$ cat config.mk
export PLATFORM = sky130hd
export DESIGN_NAME = file_list_deframer_top
export DESIGN_NICKNAME = d
export VERILOG_FILES = /design/src/hdl/fld_pkg.sv /design/src/hdl/file_list_deframer_top.sv /design/src/hdl/fld_front.sv /design/src/hdl/fld_queue.sv /design/src/hdl/fld_back.sv
export SDC_FILE = /design/constraint.sdc
export NUM_CORES = 1
export LEC_CHECK = 0
export ABC_AREA = 1
export BUFFER_PORTS_ARGS = -buffer_cell sky130_fd_sc_hd__buf_4
export CAP_MARGIN = 20
export CORE_MARGIN = 4
export CORE_UTILIZATION = 60
export DETAILED_ROUTE_END_ITERATION = 16
export PLACE_DENSITY_LB_ADDON = 0.2
export SLEW_MARGIN = 20
export SYNTH_ARGS = -nofsm -noshare
export SYNTH_HDL_FRONTEND = slang
export SYNTH_HIERARCHICAL = 1
export SYNTH_SLANG_ARGS = --single-unit
$ cat constraint.sdc
create_clock -name aclk -period 6.5 [get_ports aclk]
set_input_delay 0.325 -clock aclk [delete_from_list [all_inputs] [get_ports aclk]]
set_output_delay 0.325 -clock aclk [all_outputs]
set_load 0.005 [all_outputs]
$ cat src/hdl/fld_pkg.sv
// shared types and constants for the file-list deframer
// no dependencies; imported by every module of the block
package fld_pkg;

    localparam int SIZE_W  = 20;
    localparam int MAXL_W  = 13;
    localparam int COUNT_W = 18;
    localparam int LEN_W   = 32;

    localparam int QUEUE_DEPTH = 4;
    localparam int QPTR_W      = $clog2(QUEUE_DEPTH);

    localparam logic [SIZE_W-1:0] SIZE_RESET = 20'd8;
    localparam logic [MAXL_W-1:0] MAXL_RESET = 13'd4096;
    localparam logic [SIZE_W-1:0] HEADER_LEN = 20'd8;

    // configuration register indexes
    localparam logic REG_BUFFER_SIZE  = 1'b0;
    localparam logic REG_MAX_NAME_LEN = 1'b1;

    // result kinds
    localparam logic [1:0] KIND_NAME  = 2'd0;
    localparam logic [1:0] KIND_DONE  = 2'd1;
    localparam logic [1:0] KIND_ERROR = 2'd2;

    typedef enum logic [1:0] {
        PH_HEADER,
        PH_NAME,
        PH_SKIP,
        PH_SWALLOW
    } phase_t;

    // what one input byte produced: an optional name byte, then an optional end result
    typedef struct packed {
        logic               has_name;
        logic [7:0]         name_byte;
        logic               has_end;
        logic               end_err;
        logic [COUNT_W-1:0] count;
    } rec_t;

endpackage

$ cat src/hdl/file_list_deframer_top.sv
// Parses a file-list buffer one byte per cycle: s_tready stays high while the four-record
// queue behind the parser has room, so bytes stream in back to back. The parser registers
// its offset, header and length counters as each byte is accepted. A byte that yields two
// results (the first entry's last name byte, also the final byte) is split into two at the
// output register, which the queue absorbs. Results: tuser 0 name byte of the first entry,
// 1 done with entry_count, 2 error; tlast marks the done or error result ending a buffer.
// Configuration writes (index 0 buffer_size, 1 max_name_len) belong between buffers.
// depends on fld_pkg, fld_front, fld_queue, fld_back
module file_list_deframer_top (
    input  logic        aclk,
    input  logic        aresetn,
    input  logic        cfg_valid,
    output logic        cfg_ready,
    input  logic        cfg_index,
    input  logic [19:0] cfg_data,
    input  logic        s_tvalid,
    output logic        s_tready,
    input  logic [7:0]  s_tdata,    // [7:0] data_byte
    output logic        m_tvalid,
    input  logic        m_tready,
    output logic [31:0] m_tdata,    // [7:0] name_byte, [25:8] entry_count, [31:26] zero
    output logic [1:0]  m_tuser,    // [1:0] kind
    output logic        m_tlast
);
    import fld_pkg::*;

    logic q_full;
    logic q_empty;
    logic q_push;
    logic q_pop;
    rec_t push_rec;
    rec_t pop_rec;

    fld_front u_front (
        .aclk      (aclk),
        .aresetn   (aresetn),
        .cfg_valid (cfg_valid),
        .cfg_ready (cfg_ready),
        .cfg_index (cfg_index),
        .cfg_data  (cfg_data),
        .s_tvalid  (s_tvalid),
        .s_tready  (s_tready),
        .s_tdata   (s_tdata),
        .q_full    (q_full),
        .q_push    (q_push),
        .q_rec     (push_rec)
    );

    fld_queue u_queue (
        .aclk     (aclk),
        .aresetn  (aresetn),
        .push     (q_push),
        .push_rec (push_rec),
        .pop      (q_pop),
        .pop_rec  (pop_rec),
        .full     (q_full),
        .empty    (q_empty)
    );

    fld_back u_back (
        .aclk     (aclk),
        .aresetn  (aresetn),
        .q_empty  (q_empty),
        .q_rec    (pop_rec),
        .q_pop    (q_pop),
        .m_tvalid (m_tvalid),
        .m_tready (m_tready),
        .m_tdata  (m_tdata),
        .m_tuser  (m_tuser),
        .m_tlast  (m_tlast)
    );

endmodule

$ cat src/hdl/fld_front.sv
// front end: configuration registers and the per-byte buffer parser
// depends on fld_pkg; pushes result records into fld_queue
module fld_front (
    input  logic         aclk,
    input  logic         aresetn,
    input  logic         cfg_valid,
    output logic         cfg_ready,
    input  logic         cfg_index,
    input  logic [19:0]  cfg_data,
    input  logic         s_tvalid,
    output logic         s_tready,
    input  logic [7:0]   s_tdata,     // [7:0] data_byte
    input  logic         q_full,
    output logic         q_push,
    output fld_pkg::rec_t q_rec
);
    import fld_pkg::*;

    logic [SIZE_W-1:0]  size_reg;
    logic [MAXL_W-1:0]  maxl_reg;
    logic [SIZE_W-1:0]  offset_reg,  offset_next;
    phase_t             phase_reg,   phase_next;
    logic [2:0]         hpos_reg,    hpos_next;
    logic [LEN_W-1:0]   acc_reg,     acc_next;
    logic [MAXL_W-1:0]  nleft_reg,   nleft_next;
    logic [COUNT_W-1:0] entries_reg, entries_next;

    logic               accept;
    logic               final_byte;
    logic               hdr_fits;
    logic               err;
    logic [SIZE_W:0]    off_plus1;
    logic [SIZE_W:0]    off_plus8;
    logic [SIZE_W:0]    size_ext;
    logic [SIZE_W:0]    left;
    logic [LEN_W-1:0]   acc_val;
    rec_t               rec;

    assign cfg_ready = 1'b1;
    assign s_tready  = !q_full;
    assign accept    = s_tvalid && s_tready;

    assign size_ext   = {1'b0, size_reg};
    assign off_plus1  = {1'b0, offset_reg} + 21'd1;
    assign off_plus8  = {1'b0, offset_reg} + {1'b0, HEADER_LEN};
    assign final_byte = off_plus1 >= size_ext;
    assign hdr_fits   = off_plus8 < size_ext;
    assign left       = final_byte ? '0 : (size_ext - off_plus1);
    assign acc_val    = hpos_reg[2] ? {acc_reg[LEN_W-9:0], s_tdata} : acc_reg;

    always_comb begin
        offset_next  = offset_reg;
        phase_next   = phase_reg;
        hpos_next    = hpos_reg;
        acc_next     = acc_reg;
        nleft_next   = nleft_reg;
        entries_next = entries_reg;
        err          = 1'b0;
        rec          = '0;

        if (phase_reg == PH_HEADER && hpos_reg == 3'd0 && offset_reg == '0
            && size_reg < HEADER_LEN) begin
            err = 1'b1;
        end else begin
            unique case (phase_reg)
                PH_HEADER: begin
                    if (hpos_reg == 3'd0 && !hdr_fits) begin
                        phase_next = PH_SKIP;
                    end else begin
                        acc_next  = acc_val;
                        hpos_next = hpos_reg + 3'd1;
                        if (hpos_reg == 3'd7) begin
                            if (acc_val > {{(LEN_W-SIZE_W-1){1'b0}}, left}
                                || acc_val > {{(LEN_W-MAXL_W){1'b0}}, maxl_reg}) begin
                                err = 1'b1;
                            end else if (acc_val == '0) begin
                                entries_next = entries_reg + 1'b1;
                                phase_next   = PH_HEADER;
                                acc_next     = '0;
                                nleft_next   = '0;
                            end else begin
                                nleft_next = acc_val[MAXL_W-1:0];
                                acc_next   = '0;
                                phase_next = PH_NAME;
                            end
                        end
                    end
                end
                PH_NAME: begin
                    // only the first entry's name goes out
                    if (entries_reg == '0) begin
                        rec.has_name  = 1'b1;
                        rec.name_byte = s_tdata;
                    end
                    nleft_next = nleft_reg - 1'b1;
                    if (nleft_next == '0) begin
                        entries_next = entries_reg + 1'b1;
                        phase_next   = PH_HEADER;
                        hpos_next    = 3'd0;
                        acc_next     = '0;
                    end
                end
                PH_SKIP, PH_SWALLOW: begin
                end
                default: begin
                end
            endcase
        end

        if (err) begin
            rec.has_end = 1'b1;
            rec.end_err = 1'b1;
            if (final_byte) begin
                offset_next = '0;
                phase_next  = PH_HEADER;
                hpos_next   = 3'd0;
                acc_next    = '0;
                nleft_next  = '0;
                entries_next = '0;
            end else begin
                phase_next  = PH_SWALLOW;
                offset_next = off_plus1[SIZE_W-1:0];
            end
        end else if (final_byte) begin
            if (phase_next != PH_SWALLOW) begin
                rec.has_end = 1'b1;
                rec.count   = entries_next;
            end
            offset_next  = '0;
            phase_next   = PH_HEADER;
            hpos_next    = 3'd0;
            acc_next     = '0;
            nleft_next   = '0;
            entries_next = '0;
        end else begin
            offset_next = off_plus1[SIZE_W-1:0];
        end
    end

    assign q_push = accept && (rec.has_name || rec.has_end);
    assign q_rec  = rec;

    always_ff @(posedge aclk) begin
        if (!aresetn) begin
            size_reg <= SIZE_RESET;
            maxl_reg <= MAXL_RESET;
        end else if (cfg_valid && cfg_ready) begin
            unique case (cfg_index)
                REG_BUFFER_SIZE:  size_reg <= cfg_data;
                REG_MAX_NAME_LEN: maxl_reg <= cfg_data[MAXL_W-1:0];
                default: ;
            endcase
        end
    end

    always_ff @(posedge aclk) begin
        if (!aresetn) begin
            offset_reg  <= '0;
            phase_reg   <= PH_HEADER;
            hpos_reg    <= 3'd0;
            acc_reg     <= '0;
            nleft_reg   <= '0;
            entries_reg <= '0;
        end else if (accept) begin
            offset_reg  <= offset_next;
            phase_reg   <= phase_next;
            hpos_reg    <= hpos_next;
            acc_reg     <= acc_next;
            nleft_reg   <= nleft_next;
            entries_reg <= entries_next;
        end
    end

endmodule

$ cat src/hdl/fld_queue.sv
// small record queue between the parser and the output stage
// depends on fld_pkg
module fld_queue (
    input  logic          aclk,
    input  logic          aresetn,
    input  logic          push,
    input  fld_pkg::rec_t push_rec,
    input  logic          pop,
    output fld_pkg::rec_t pop_rec,
    output logic          full,
    output logic          empty
);
    import fld_pkg::*;

    rec_t              mem_reg [QUEUE_DEPTH];
    logic [QPTR_W-1:0] wr_ptr_reg;
    logic [QPTR_W-1:0] rd_ptr_reg;
    logic [QPTR_W:0]   count_reg;

    localparam logic [QPTR_W:0] DEPTH_CNT = QUEUE_DEPTH[QPTR_W:0];

    assign full    = count_reg == DEPTH_CNT;
    assign empty   = count_reg == '0;
    assign pop_rec = mem_reg[rd_ptr_reg];

    always_ff @(posedge aclk) begin
        if (push) begin
            mem_reg[wr_ptr_reg] <= push_rec;
        end
    end

    always_ff @(posedge aclk) begin
        if (!aresetn) begin
            wr_ptr_reg <= '0;
            rd_ptr_reg <= '0;
            count_reg  <= '0;
        end else begin
            if (push) begin
                wr_ptr_reg <= wr_ptr_reg + 1'b1;
            end
            if (pop) begin
                rd_ptr_reg <= rd_ptr_reg + 1'b1;
            end
            if (push && !pop) begin
                count_reg <= count_reg + 1'b1;
            end else if (pop && !push) begin
                count_reg <= count_reg - 1'b1;
            end
        end
    end

    a_no_push_full: assert property (@(posedge aclk) disable iff (!aresetn)
        !(push && full))
        else $error("record pushed into a full queue");

    a_no_pop_empty: assert property (@(posedge aclk) disable iff (!aresetn)
        !(pop && empty))
        else $error("record popped from an empty queue");

    a_count_range: assert property (@(posedge aclk) disable iff (!aresetn)
        count_reg <= DEPTH_CNT)
        else $error("queue fill count out of range");

    a_push_only_grows: assert property (@(posedge aclk) disable iff (!aresetn)
        (push && !pop) |=> count_reg == $past(count_reg) + 1'b1)
        else $error("queue fill count did not follow a lone push");

endmodule

$ cat src/hdl/fld_back.sv
// back end: splits each record into one or two result requests on the output register
// depends on fld_pkg; pops records from fld_queue
module fld_back (
    input  logic          aclk,
    input  logic          aresetn,
    input  logic          q_empty,
    input  fld_pkg::rec_t q_rec,
    output logic          q_pop,
    output logic          m_tvalid,
    input  logic          m_tready,
    output logic [31:0]   m_tdata,    // [7:0] name_byte, [25:8] entry_count, [31:26] zero
    output logic [1:0]    m_tuser,    // [1:0] kind
    output logic          m_tlast
);
    import fld_pkg::*;

    logic               valid_reg;
    logic [1:0]         kind_reg;
    logic [7:0]         name_reg;
    logic [COUNT_W-1:0] count_reg;
    logic               last_reg;

    // end result still owed by the record already popped
    logic               pend_reg;
    logic               pend_err_reg;
    logic [COUNT_W-1:0] pend_count_reg;

    logic load;

    assign load  = !valid_reg || m_tready;
    assign q_pop = load && !pend_reg && !q_empty;

    always_ff @(posedge aclk) begin
        if (!aresetn) begin
            valid_reg <= 1'b0;
            pend_reg  <= 1'b0;
        end else if (load) begin
            if (pend_reg) begin
                valid_reg <= 1'b1;
                pend_reg  <= 1'b0;
            end else if (!q_empty) begin
                valid_reg <= 1'b1;
                pend_reg  <= q_rec.has_name && q_rec.has_end;
            end else begin
                valid_reg <= 1'b0;
            end
        end
    end

    always_ff @(posedge aclk) begin
        if (load) begin
            if (pend_reg) begin
                kind_reg  <= pend_err_reg ? KIND_ERROR : KIND_DONE;
                name_reg  <= '0;
                count_reg <= pend_count_reg;
                last_reg  <= 1'b1;
            end else if (!q_empty) begin
                pend_err_reg   <= q_rec.end_err;
                pend_count_reg <= q_rec.count;
                if (q_rec.has_name) begin
                    kind_reg  <= KIND_NAME;
                    name_reg  <= q_rec.name_byte;
                    count_reg <= '0;
                    last_reg  <= 1'b0;
                end else begin
                    kind_reg  <= q_rec.end_err ? KIND_ERROR : KIND_DONE;
                    name_reg  <= '0;
                    count_reg <= q_rec.count;
                    last_reg  <= 1'b1;
                end
            end
        end
    end

    assign m_tvalid = valid_reg;
    assign m_tdata  = {6'd0, count_reg, name_reg};
    assign m_tuser  = kind_reg;
    assign m_tlast  = last_reg;

endmodule
==> metrics.md <==
| Metric | Value |
|---|---|
| Status | finished clean |
| Layout Cells excl Fill | 2,718 |
| Initial Utilization | 61.0% |
| Crit start category | flop |
| Placed cells | 2,655 |
| Die width | 179 um |
| Worst path required time | 6920 ps |
| Via count | 15,400 |
| RR Endpoint | u_queue/count_reg[1]$_SDFFE_PN0P_ |
| Routed Antenna Nets | 0 |
| CTS tree | yes |
| Detailed Route Iter0 Violations | 1,341 |
| Die area | 32,000 um2 |
| Worst-case reg-to-reg path depth | 41 |
| Worst-Margin Slew | 1100 ps |
| Min-Delay Path Class | input port to flop |
| Nets | 2,427 |
| Post-synthesis instance area | 17,500 um2 |
| DR DRC count | 0 |
| Power Density | 344 nW/um2 |
| Total CTS buffers | 34 |
| Dominant synthesized flop cell | edfxtp_1 |
| Syn-to-layout area delta | 10.4% |
| Yosys warns | 6 |
| Most Frequent Cell on Critical Path | nand2_1 |
| Max FFs per register | 116 |
| # fillers | 2,432 |
| Bufs on Longest Clock Path | 3 |
| Worst setup EP type | flop |
| Yosys top cell area share | 28.1% |
| Worst-Skew Late Latency | 520 ps |
| Reg power frac | 38.1% |
| Slowest CP cell | fa_1 |
| Leak pwr | 0.00850 uW |
| Worst Hold Endpoint | u_front/maxl_reg[12]$_SDFFE_PN1P_ |
| Drt pass-1 iters | 8 |
| Post-synth top area cell | edfxtp_1 |
| R2r setup slk | 570 ps |
| Tmin final | 5930 ps |
| Commonest cells after routing, fill and taps aside | nand2_1, nor2_1, inv_1, edfxtp_1, o21ai_0 |
| Clock skew | 20.8 ps |
| CTS H-Tree Depth | 2 |
| Sw Ratio | 36.4% |
| Peak supply drop | 256 uV |
| Final hold vios | 0 |
| Core area | 28,700 um2 |
| Share of cells above drive strength 1 | 11.2% |
| Hold depth | 3 |
| Critical path's largest stage delay | 410 ps |
| Worst hold start | cfg_data[12] |
| Int Power | 4230 uW |
| Buffers on Ports | 64 |
| Clk pin slew, worst setup/hold paths | 70 ps |
| Fmax | 169 MHz |
| DRT Wirelength | 46.2 mm |
| Post-synth EDFFs | 164 |
| Setup_tns | 0 ps |
| Diodes inserted | 0 |
| Critical path type | flop to flop |
| Post-Syn Area per Cell | 7.70 um2 |
| Die height | 179 um |
| Initial antenna violation count | 0 |
| Distinct cell type count after synthesis | 51 |
| DPL Wire Length | 33.2 mm |
| Part of the cycle the worst path needs | 91.2% |
| Overflow after GRT | 0 |
| Top cells by area, synth | edfxtp_1, dfxtp_1, nand2_1 |
| Setup-failing EPs final | 0 |
| Logic pwr share | 35.0% |
| Routed wire per std cell | 17.0 um |
| Vias per cell | 5.68 |
| Clock power share | 26.9% |
| CTS Root Cell | clkbuf_16 |
| Vias in the first global route | 14,500 |
| Slew HR | 26.7% |
| I/O pins | 72 |
| Most common cell after layout, fill and taps aside | nand2_1 |
| Peak fanout along the critical path | 11 |
| Cell count after synthesis | 2,273 |
| Largest net degree at the start of global routing | 92 |
| RD Place Congestion | 0.980 |
| Async set-reset flop share out of synthesis | 0% |
| Max_cap viols | 0 |
| #FFs+latches synth | 296 |
| Clock sinks | 296 |
| R2r startpoint | u_front/offset_reg[0]$_SDFFE_PN0P_ |
| P_sw | 2420 uW |
| FP Rows | 62 |
| Data arrival, critical path | 6350 ps |
| Seq/Total Area, Yosys | 43.2% |
| Global-route wire length before repair | 74.2 mm |
| GRT Overall Usage | 28.9% |
| Slew Limit Fails | 0 |
## critical path: cells and delay by family, from the launching register on
kind	cells	cell delay [ps]
AO/OA/AOI/OAI	6	900
adder cells (fa/ha/maj)	5	1570
buffers and inverters	7	810
flip-flops	1	350
AND/OR/NAND/NOR	23	2170
## layer usage
metal | wire, um | vias up | part of all wire [%] | track usage, %
met4 | 1400 | 0 | 3.0 | 9.88
met3 | 3330 | 111 | 7.2 | 4.53
met5 | 0 | - | 0 | 0
li1 | - | 7557 | - | -
met2 | 21700 | 573 | 47 | 48.4
met1 | 19800 | 7186 | 43 | 38.4
## worst max-delay path by stage
| stage | slack (ps) | depth (start not counted) | start | to |
|---|---|---|---|---|
| 6_report | 570 | 41 | u_front/offset_reg[0]$_SDFFE_PN0P_ | u_queue/count_reg[1]$_SDFFE_PN0P_ |
| 2_1_floorplan | 950 | 40 | u_front/offset_reg[3]$_SDFFE_PN0P_ | u_queue/mem_reg[0][0]$_DFFE_PP_ |
| 5_1_grt | -20 | 45 | u_front/offset_reg[3]$_SDFFE_PN0P_ | u_queue/count_reg[2]$_SDFFE_PN0P_ |
| 3_3_place_gp | 420 | 46 | u_front/offset_reg[3]$_SDFFE_PN0P_ | u_queue/count_reg[2]$_SDFFE_PN0P_ |
| 4_1_cts | 180 | 43 | u_front/offset_reg[3]$_SDFFE_PN0P_ | u_queue/count_reg[2]$_SDFFE_PN0P_ |
| 3_5_place_dp | 230 | 39 | u_front/offset_reg[3]$_SDFFE_PN0P_ | u_queue/count_reg[1]$_SDFFE_PN0P_ |
## kinds of logic (layout without fill, tap and decap cells)
group / after synthesis / after routing / synth area share, %
compound gates: 347 / 347 / 11.3
xor+xnor: 42 / 42 / 2.18
fa+ha+maj: 84 / 84 / 6.09
buf+inv: 370 / 426 / 8.91
flops: 296 / 296 / 43.2
other cells: 2 / 7 / 0.0429
simple gates: 1132 / 1132 / 28.3
## cell type report
class | count | area, um2 | area share, %
clock buffers | 45 | 943 | 4.88
flip-flops and latches | 296 | 7570 | 39.2
repair buffers | 95 | 767 | 3.97
clock inverters | 16 | 116 | 0.602
multi-input cells | 1612 | 8430 | 43.6
well taps | 384 | 480 | 2.49
inverters | 270 | 1020 | 5.26
## power groups by stage
stage	combinational, uW	sequential, uW	clock [uW]
2_1_floorplan	1670	2540	0
3_3_place_gp	2220	2560	0
3_5_place_dp	2290	2570	0
4_1_cts	2310	2530	1820
5_1_grt	2640	2560	1900
6_report	2330	2530	1790
## per-stage QoR
stage | setup slack, ps | hold WS (ps) | instance area (um2) | util, % | total power, uW
after CTS | 184 | 55.5 | 19300 | 67.1 | 6670
after floorplan | 953 | 412 | 17500 | - | 4220
after global placement | 418 | 424 | 18200 | 63.4 | 4780
after global routing | -22.1 | 85.7 | 19300 | 67.3 | 7090
final | 573 | 62.0 | 19300 | 67.3 | 6650
after detailed placement | 229 | 448 | 18200 | 63.4 | 4860
## timing repair
action	4_1_cts	5_1_grt
hold buffers	0	0
resized for setup	0	13
setup endpoints to repair	0	139
buffers inserted	0	2
## cells in the mapped netlist (3+ instances only)
library cell  count
nor2_1          296
o21ai_1          12
buf_2            32
inv_2            12
o21ai_0         154
nor4_1            9
buf_6             9
xnor2_1           3
buf_4            16
nor2_4            6
inv_1           255
dfxtp_1         132
a211oi_1          4
nor3_2            3
nand3_1         143
o211ai_1          9
o22ai_2          19
nor2_2           25
a21oi_1         117
edfxtp_1        164
or2_2             7
ha_1             82
nand2_1         526
nand2_2          11
xor2_1           38
o31ai_1           3
nor3_1           32
clkbuf_1         40
o21a_1            3
nand3_2           5
nand4_1          47
a21o_1            5
o22ai_1          17
nand2_4           5
nand3b_1          9
buf_1             3
Note: power is estimated with default switching activity, not from simulation.
